File: config.mk
export PLATFORM = sky130hd
export DESIGN_NAME = sender_sequence_duplicate_table_flat
export DESIGN_NICKNAME = d
export VERILOG_FILES = /design/src/sv/ssdt_pkg.sv /design/src/sv/ssdt_in_if.sv /design/src/sv/ssdt_out_if.sv /design/src/sv/ssdt_ram.sv /design/src/sv/sender_sequence_duplicate_table.sv /design/src/flat_wrapper.sv
export SDC_FILE = /design/constraint.sdc
export NUM_CORES = 2
export LEC_CHECK = 0
export BUFFER_PORTS_ARGS = -buffer_cell sky130_fd_sc_hd__buf_2
export CELL_PAD_IN_SITES_DETAIL_PLACEMENT = 0
export CELL_PAD_IN_SITES_GLOBAL_PLACEMENT = 1
export CORE_ASPECT_RATIO = 1.25
export CORE_UTILIZATION = 56
export DETAILED_ROUTE_END_ITERATION = 7
export PLACE_DENSITY_LB_ADDON = 0.1
export SLEW_MARGIN = 20
export SYNTH_ARGS = -nofsm -noshare
export SYNTH_HDL_FRONTEND = slang
export SYNTH_HIERARCHICAL = 1
export SYNTH_SLANG_ARGS = --single-unit
File: constraint.sdc
create_clock -name clk_i -period 8 [get_ports clk_i]
set_input_delay 0.4 -clock clk_i [delete_from_list [all_inputs] [get_ports clk_i]]
set_output_delay 0.4 -clock clk_i [all_outputs]
set_load 0.02 [all_outputs]
File: src/sv/ssdt_pkg.sv
`timescale 1ns / 1ps

package ssdt_pkg;

  localparam int unsigned TableDepth = 32;
  localparam int unsigned IdxW       = $clog2(TableDepth);
  localparam int unsigned CntW       = $clog2(TableDepth + 1);

  localparam int unsigned AddrW  = 16;
  localparam int unsigned SeqW   = 16;
  localparam int unsigned CountW = 16;
  localparam int unsigned SlotW  = 5;

  typedef enum logic [1:0] {
    OutNew     = 2'd0,
    OutCounted = 2'd1,
    OutDup     = 2'd2,
    OutFull    = 2'd3
  } outcome_e;

  typedef struct packed {
    logic [AddrW-1:0]  addr;
    logic [SeqW-1:0]   last_seq;
    logic [CountW-1:0] recv;
    logic [CountW-1:0] dups;
  } entry_t;

  typedef struct packed {
    logic [SlotW-1:0]  slot;
    outcome_e          outcome;
    logic [CountW-1:0] recv_count;
    logic [CountW-1:0] dup_count;
    logic [CountW-1:0] total_dups;
  } result_t;

  // Slot numbers beyond the 5-bit field keep only their low bits.
  function automatic logic [SlotW-1:0] slot_of(logic [IdxW-1:0] idx);
    logic [31:0] wide;
    wide = 32'(idx);
    return wide[SlotW-1:0];
  endfunction

endpackage

File: src/sv/ssdt_in_if.sv
`timescale 1ns / 1ps

interface ssdt_in_if;
  import ssdt_pkg::*;

  logic             valid;
  logic             ready;
  logic [AddrW-1:0] src_addr;
  logic [SeqW-1:0]  seq_count;

  modport source (output valid, output src_addr, output seq_count, input ready);
  modport sink   (input valid, input src_addr, input seq_count, output ready);
endinterface

File: src/sv/ssdt_out_if.sv
`timescale 1ns / 1ps

interface ssdt_out_if;
  import ssdt_pkg::*;

  logic              valid;
  logic              ready;
  logic [SlotW-1:0]  slot;
  logic [1:0]        outcome;
  logic [CountW-1:0] recv_count;
  logic [CountW-1:0] dup_count;
  logic [CountW-1:0] total_dups;

  modport source (output valid, output slot, output outcome, output recv_count,
                  output dup_count, output total_dups, input ready);
  modport sink   (input valid, input slot, input outcome, input recv_count,
                  input dup_count, input total_dups, output ready);
endinterface

File: src/sv/ssdt_ram.sv
`timescale 1ns / 1ps

module ssdt_ram #(
  parameter int unsigned DataW = 64,
  parameter int unsigned Depth = 32,
  localparam int unsigned AddrW = $clog2(Depth)
) (
  input  logic             clk_i,
  input  logic             we_i,
  input  logic [AddrW-1:0] waddr_i,
  input  logic [DataW-1:0] wdata_i,
  input  logic             re_i,
  input  logic [AddrW-1:0] raddr_i,
  output logic [DataW-1:0] rdata_o
);

  logic [DataW-1:0] mem_q [Depth];
  logic [DataW-1:0] rdata_q;

  always_ff @(posedge clk_i) begin
    if (we_i) begin
      mem_q[waddr_i] <= wdata_i;
    end
    if (re_i) begin
      rdata_q <= mem_q[raddr_i];
    end
  end

  assign rdata_o = rdata_q;

endmodule

File: src/sv/sender_sequence_duplicate_table.sv
`timescale 1ns / 1ps

// Per-sender duplicate detector. Each input beat carries a sender address and
// its sequence count; the table is searched from slot zero upward through a
// single-port-read RAM, one entry read per cycle with the compare in the cycle
// after its read. The fill count (slots in use) is at most 32. Slots are taken
// in order and never released, so a fill count stands in for per-entry valid
// bits and no clearing pass is needed after reset. The result sits in an
// output register, and the next input beat is taken once that result has been
// handed over to it, even while it still waits to be taken downstream.
module sender_sequence_duplicate_table (
  input  logic       clk_i,
  input  logic       rst_ni,
  ssdt_in_if.sink    in_i,
  ssdt_out_if.source out_o
);
  import ssdt_pkg::*;

  typedef enum logic [2:0] {
    StIdle   = 3'b001,
    StSearch = 3'b010,
    StResult = 3'b100
  } state_e;

  state_e state_q, state_d;

  logic [AddrW-1:0]  key_addr_q, key_addr_d;
  logic [SeqW-1:0]   key_seq_q, key_seq_d;
  logic [CntW-1:0]   fill_q, fill_d;
  logic [CntW-1:0]   issue_q, issue_d;
  logic              chk_vld_q, chk_vld_d;
  logic [IdxW-1:0]   chk_idx_q, chk_idx_d;
  logic [CountW-1:0] total_q, total_d;
  result_t           res_q, res_d;
  result_t           out_q, out_d;
  logic              out_vld_q, out_vld_d;

  logic            ram_we;
  logic [IdxW-1:0] ram_waddr;
  entry_t          ram_wdata;
  logic            ram_re;
  logic [IdxW-1:0] ram_raddr;
  entry_t          ram_rdata;
  logic            hit;

  ssdt_ram #(
    .DataW($bits(entry_t)),
    .Depth(TableDepth)
  ) u_ram (
    .clk_i   (clk_i),
    .we_i    (ram_we),
    .waddr_i (ram_waddr),
    .wdata_i (ram_wdata),
    .re_i    (ram_re),
    .raddr_i (ram_raddr),
    .rdata_o (ram_rdata)
  );

  assign in_i.ready = (state_q == StIdle);

  assign out_o.valid      = out_vld_q;
  assign out_o.slot       = out_q.slot;
  assign out_o.outcome    = out_q.outcome;
  assign out_o.recv_count = out_q.recv_count;
  assign out_o.dup_count  = out_q.dup_count;
  assign out_o.total_dups = out_q.total_dups;

  // Read data belongs to chk_idx_q only in the cycle after its read was issued.
  assign hit = chk_vld_q && (ram_rdata.addr == key_addr_q);

  always_comb begin
    state_d    = state_q;
    key_addr_d = key_addr_q;
    key_seq_d  = key_seq_q;
    fill_d     = fill_q;
    issue_d    = issue_q;
    chk_vld_d  = 1'b0;
    chk_idx_d  = chk_idx_q;
    total_d    = total_q;
    res_d      = res_q;
    out_d      = out_q;
    out_vld_d  = out_vld_q;
    ram_we     = 1'b0;
    ram_waddr  = chk_idx_q;
    ram_wdata  = ram_rdata;
    ram_re     = 1'b0;
    ram_raddr  = issue_q[IdxW-1:0];

    if (out_vld_q && out_o.ready) begin
      out_vld_d = 1'b0;
    end

    case (state_q)
      StIdle: begin
        if (in_i.valid) begin
          key_addr_d = in_i.src_addr;
          key_seq_d  = in_i.seq_count;
          issue_d    = '0;
          state_d    = StSearch;
        end
      end

      StSearch: begin
        if (hit) begin
          ram_we         = 1'b1;
          ram_waddr      = chk_idx_q;
          ram_wdata      = ram_rdata;
          res_d.slot     = slot_of(chk_idx_q);
          if (ram_rdata.last_seq != key_seq_q) begin
            ram_wdata.recv     = ram_rdata.recv + CountW'(1);
            ram_wdata.last_seq = key_seq_q;
            res_d.outcome      = OutCounted;
          end else begin
            ram_wdata.dups = ram_rdata.dups + CountW'(1);
            total_d        = total_q + CountW'(1);
            res_d.outcome  = OutDup;
          end
          res_d.recv_count = ram_wdata.recv;
          res_d.dup_count  = ram_wdata.dups;
          res_d.total_dups = total_d;
          state_d          = StResult;
        end else if (issue_q == fill_q) begin
          // Every used slot has been compared without a match.
          if (fill_q != CntW'(TableDepth)) begin
            ram_we             = 1'b1;
            ram_waddr          = fill_q[IdxW-1:0];
            ram_wdata.addr     = key_addr_q;
            ram_wdata.last_seq = key_seq_q;
            ram_wdata.recv     = CountW'(1);
            ram_wdata.dups     = '0;
            fill_d             = fill_q + CntW'(1);
            res_d.slot         = slot_of(fill_q[IdxW-1:0]);
            res_d.outcome      = OutNew;
            res_d.recv_count   = CountW'(1);
            res_d.dup_count    = '0;
          end else begin
            res_d.slot       = '0;
            res_d.outcome    = OutFull;
            res_d.recv_count = '0;
            res_d.dup_count  = '0;
          end
          res_d.total_dups = total_q;
          state_d          = StResult;
        end else begin
          ram_re    = 1'b1;
          ram_raddr = issue_q[IdxW-1:0];
          chk_vld_d = 1'b1;
          chk_idx_d = issue_q[IdxW-1:0];
          issue_d   = issue_q + CntW'(1);
        end
      end

      StResult: begin
        if (!out_vld_q || out_o.ready) begin
          out_d     = res_q;
          out_vld_d = 1'b1;
          state_d   = StIdle;
        end
      end

      default: begin
        state_d = StIdle;
      end
    endcase
  end

  always_ff @(posedge clk_i or negedge rst_ni) begin
    if (!rst_ni) begin
      state_q   <= StIdle;
      fill_q    <= '0;
      issue_q   <= '0;
      chk_vld_q <= 1'b0;
      total_q   <= '0;
      out_vld_q <= 1'b0;
    end else begin
      state_q   <= state_d;
      fill_q    <= fill_d;
      issue_q   <= issue_d;
      chk_vld_q <= chk_vld_d;
      total_q   <= total_d;
      out_vld_q <= out_vld_d;
    end
  end

  always_ff @(posedge clk_i) begin
    key_addr_q <= key_addr_d;
    key_seq_q  <= key_seq_d;
    chk_idx_q  <= chk_idx_d;
    res_q      <= res_d;
    out_q      <= out_d;
  end

endmodule
File: src/flat_wrapper.sv
// flat-port wrapper written by rule: the top's interface ports become plain ports
module sender_sequence_duplicate_table_flat import ssdt_pkg::*;
  (clk_i, rst_ni, in_i_valid, in_i_src_addr, in_i_seq_count, in_i_ready, out_o_valid, out_o_slot, out_o_outcome, out_o_recv_count, out_o_dup_count, out_o_total_dups, out_o_ready);
  ssdt_in_if in_i_i ();
  ssdt_out_if out_o_i ();
  input  logic clk_i;
  input  logic rst_ni;
  input wire logic [$bits(in_i_i.valid)-1:0] in_i_valid;
  input wire logic [$bits(in_i_i.src_addr)-1:0] in_i_src_addr;
  input wire logic [$bits(in_i_i.seq_count)-1:0] in_i_seq_count;
  output wire logic [$bits(in_i_i.ready)-1:0] in_i_ready;
  output wire logic [$bits(out_o_i.valid)-1:0] out_o_valid;
  output wire logic [$bits(out_o_i.slot)-1:0] out_o_slot;
  output wire logic [$bits(out_o_i.outcome)-1:0] out_o_outcome;
  output wire logic [$bits(out_o_i.recv_count)-1:0] out_o_recv_count;
  output wire logic [$bits(out_o_i.dup_count)-1:0] out_o_dup_count;
  output wire logic [$bits(out_o_i.total_dups)-1:0] out_o_total_dups;
  input wire logic [$bits(out_o_i.ready)-1:0] out_o_ready;
  assign in_i_i.valid = in_i_valid;
  assign in_i_i.src_addr = in_i_src_addr;
  assign in_i_i.seq_count = in_i_seq_count;
  assign in_i_ready = in_i_i.ready;
  assign out_o_valid = out_o_i.valid;
  assign out_o_slot = out_o_i.slot;
  assign out_o_outcome = out_o_i.outcome;
  assign out_o_recv_count = out_o_i.recv_count;
  assign out_o_dup_count = out_o_i.dup_count;
  assign out_o_total_dups = out_o_i.total_dups;
  assign out_o_i.ready = out_o_ready;
  sender_sequence_duplicate_table u_core (.clk_i(clk_i), .rst_ni(rst_ni), .in_i(in_i_i), .out_o(out_o_i));
endmodule
==> flow_metrics.py <==
metrics = {
    "timing": {
        "fmax_ghz": 0.1785,
        "clock-skew-final_ps": 35.22,
        "final-hold-violation-count": 0,
        "grt_setup_unrepaired": "false",
        "tns_ps": 0,
        "tightestPinTransition_ps": 1177,
        "holdWs_ps": 76.01,
        "finalCriticalPeriod_ps": 5601,
        "finalCritPeriodShare_pct": 70.01,
        "finalSetupViolations": 0,
        "timing_max_transition_violations_final": 0,
        "timing.slew.headroom_pct": 21.36,
    },
    "setup_path": {
        "path_depth": 8,
        "reg2reg_depth": 8,
        "rrSetupSlack_ps": 2400,
        "worst_path_max_delay_cell": "sky130_fd_sc_hd__nor2_4",
        "critPathLaunch": "u_core/key_addr_q[9]",
        "worst-path-max-fanout": 41,
        "cp.required_ps": 8480,
        "end_kind": "flop",
        "cell_breakdown_of_the_critical_path": "xor2_1 > nor4_4 > nand2_1 > or4_2 > a21oi_2 > nand3b_1 > nor2_4 > buf_4",
        "critPathCapture": "u_core/u_ram/mem_q[2][9]",
        "critPathLaunchType": "flop",
        "max_stage_delay_ps": 1170,
        "critical_path.n_buffers_inverters": 1,
        "worst_path_top_cell_family_by_delay": "simple AND/OR/NAND/NOR gates",
        "r2r-end": "u_core/u_ram/mem_q[2][9]",
        "critPathArrivalTime_ps": 6080,
        "worst_r2r_startpoint": "u_core/key_addr_q[9]",
        "critPathKind": "reg -> reg",
    },
    "die": {
        "placement_rows": 162,
        "design.portCount": 93,
        "die_w_um": 357.3,
        "floorplan.die_area_um2": 159400,
        "initial_core_util_pct": 56.54,
        "core-area_um2": 156300,
        "die_h_um": 446.1,
    },
    "worst_hold_path": {
        "holdCritStartpoint": "in_i_valid",
        "min_path_type": "in -> reg",
    },
    "synth": {
        "synth_edf_count": 2259,
        "synth.top_cell.area_share_pct": 76.77,
        "yosys-top-cells-count": "sky130_fd_sc_hd__edfxtp_1 (2259), sky130_fd_sc_hd__mux4_2 (602), sky130_fd_sc_hd__mux2_2 (97)",
        "synth_area_um2": 88360,
        "syn_nets": 3857,
        "most_frequent_cell_after_synthesis": "sky130_fd_sc_hd__edfxtp_1",
        "synth-seq-area-share_pct": 77.71,
        "synth.avg_cell_area_um2": 23.16,
        "async_s_r_ff_share_synth_pct": 1.440,
        "ys_types": 64,
        "synth_largest_area_cell": "sky130_fd_sc_hd__edfxtp_1",
        "post_synthesis_instance_total": 3815,
        "flip_flop_and_latch_count_after_synthesis": 2292,
        "ys_top_cells_by_area": "sky130_fd_sc_hd__edfxtp_1 (77%), sky130_fd_sc_hd__mux4_2 (15%), sky130_fd_sc_hd__mux2_2 (1.2%)",
        "yosys_warnings": 6,
        "synth-main-ff-cell": "sky130_fd_sc_hd__edfxtp_1",
    },
    "clock_network": {
        "worst_setup_hold_path_clk_slew_ps": 60,
        "clockBufferDepth": 3,
        "clock_sink_count": 2292,
        "cts.root.buffer_cell": "sky130_fd_sc_hd__clkbuf_16",
        "cts_made_buffers": 208,
        "clock_insertion_delay_worst_skew_ps": 850,
        "clock_tree_from_tritoncts": "yes",
        "htree_num_levels": 4,
    },
    "run_status": {
        "outcome": "finished, final reports clean",
    },
    "detailed_routing": {
        "sum_of_routed_wire_segments_on_met1_mm": 83.79,
        "wl_met3_mm": 18.50,
        "detailedRoute.firstPassIterationCount": 6,
        "route.final.wire_length_mm": 217.8,
        "via_count": 41381,
        "detail_route.iter0.violations": 4669,
        "drcViolationCount": 0,
        "detail_route.vias_per_cell": 6.560,
        "ant_nets": 0,
        "top_signal_layer_used": "met5",
        "detail_route.wl_per_cell_um": 34.53,
        "routed-wl-met2_mm": 109.0,
    },
    "flow_run": {
        "cap_viol_max_count": 0,
    },
    "placement": {
        "place_congestion": 0.8207,
        "buffer_ports.inserted": 92,
        "placedInstanceArea_um2": 92150,
        "post-dp-hpwl_mm": 124.3,
        "placedCellCount": 5889,
    },
    "grt": {
        "grt_start_max_net_pins": 117,
        "global_route.usage.total_pct": 27.91,
        "grt_first_pass_wirelength_mm": 308.9,
        "first_global_vias": 42083,
        "globalRoute.totalOverflow": 0,
        "antenna_found_initial": 16,
    },
    "cells_and_area": {
        "final_layout_size_suffix_gt1_share_pct": 30.69,
        "finish.net_count": 4128,
        "areaGrowthSynthToFinish_pct": 12.45,
        "fin_area_um2": 99360,
        "layout.core_utilization_pct": 63.58,
        "stdcell_count": 6308,
    },
    "pwr": {
        "cellLeakagePower_nw": 30.16,
        "irDropWorstVdd_uv": 286.1,
        "power_density_nw_per_um2": 299.7,
    },
}
-- registers in the layout, indices dropped and copies added (netlist names), 16 cells and up --
signal and count:
u_core/u_ram/mem_q 2048, u_core/u_ram/rdata_o 64, u_core/res_q 55, u_core/key_addr_q 16, u_core/key_seq_q 16, u_core/out_o.dup_count 16
u_core/out_o.recv_count 16, u_core/out_o.total_dups 16, u_core/total_q 16
-- worst min-delay path by stage --
stage	end	slack, ps	depth (start not counted)
after floorplan	u_core/chk_vld_q	100	0
after global placement	u_core/out_o.total_dups[10]	410	0
after detailed placement	u_core/out_o.recv_count[12]	400	0
after CTS	u_core/state_q[0]	0.7	4
after global routing	u_core/state_q[0]	50	4
final	u_core/state_q[0]	80	4
-- through the flow --
stage,total power [mW],worst slack (ps)
2_1_floorplan,18.32,2284
3_3_place_gp,20.03,2564
3_5_place_dp,20.14,2446
4_1_cts,30.00,2426
5_1_grt,30.69,2202
6_report,29.78,2399
-- timing repair --
action                     CTS  global route
buffers inserted             0             0
hold endpoints to repair    68             0
setup endpoints to repair    0             0
hold buffers                34             0
resized for setup            0             0
-- power by group --
part	total [mW]	switching [mW]	internal, mW
Combinational	5.44	3.12	2.32
Clock	9.94	4.28	5.66
Sequential	14.4	0.246	14.1
Total	29.8	7.64	22.1
-- cell type report --
type / instances / area (µm²)
sequential: 2292 / 68680
tap: 2050 / 2565
clock inverter: 120 / 1196
antenna: 3 / 7.507
clock buffer: 259 / 5577
fill: 10242 / 56910
inverter: 14 / 52.55
multi-input combinational: 1321 / 19280
timing repair buffer: 249 / 2008
-- routing by layer --
| layer | vias up | GRT usage (%) |
|---|---|---|
| li1 | 16756 | - |
| met1 | 22362 | 38.37 |
| met2 | 1906 | 45.00 |
| met3 | 343 | 6.337 |
| met4 | 14 | 8.405 |
| met5 | - | 0.3692 |
-- worst register-to-register path, cell delays in order (launching register included) --
cell	delay (ps)
sky130_fd_sc_hd__edfxtp_1	420
sky130_fd_sc_hd__xor2_1	210
sky130_fd_sc_hd__nor4_4	390
sky130_fd_sc_hd__nand2_1	80
sky130_fd_sc_hd__or4_2	1090
sky130_fd_sc_hd__a21oi_2	550
sky130_fd_sc_hd__nand3b_1	710
sky130_fd_sc_hd__nor2_4	1180
sky130_fd_sc_hd__buf_4	570
-- cell usage in the layout (no fill, tap or decap), types with 27 or more instances in the layout --
master and instances:
sky130_fd_sc_hd__clkbuf_16 216, sky130_fd_sc_hd__clkbuf_1 42, sky130_fd_sc_hd__edfxtp_1 2259, sky130_fd_sc_hd__buf_4 102, sky130_fd_sc_hd__mux2_2 106, sky130_fd_sc_hd__dfrtp_1 27, sky130_fd_sc_hd__mux4_2 602, sky130_fd_sc_hd__xnor2_1 61
sky130_fd_sc_hd__mux2i_1 38, sky130_fd_sc_hd__nand2_1 81, sky130_fd_sc_hd__buf_2 92, sky130_fd_sc_hd__nor2_1 54, sky130_fd_sc_hd__clkinv_2 34, sky130_fd_sc_hd__nor2_4 35, sky130_fd_sc_hd__nand3_1 53, sky130_fd_sc_hd__dlygate4sd3_1 34
sky130_fd_sc_hd__xor2_1 40, sky130_fd_sc_hd__clkinv_1 44
-- logic make-up (layout without fill, tap and decap cells) --
kind of cell    after synthesis  in the layout  synth area share (%)
compound gates              128            128                 1.051
mux                         755            755                 17.23
simple gates                331            331                 1.856
buf+inv                     202            642                 1.066
fa+ha+maj                     6              6               0.08496
xor+xnor                    101            101                 1.001
other cells                   0              3                     0
flops                      2292           2292                 77.71
(Power assumes the default switching activity.)
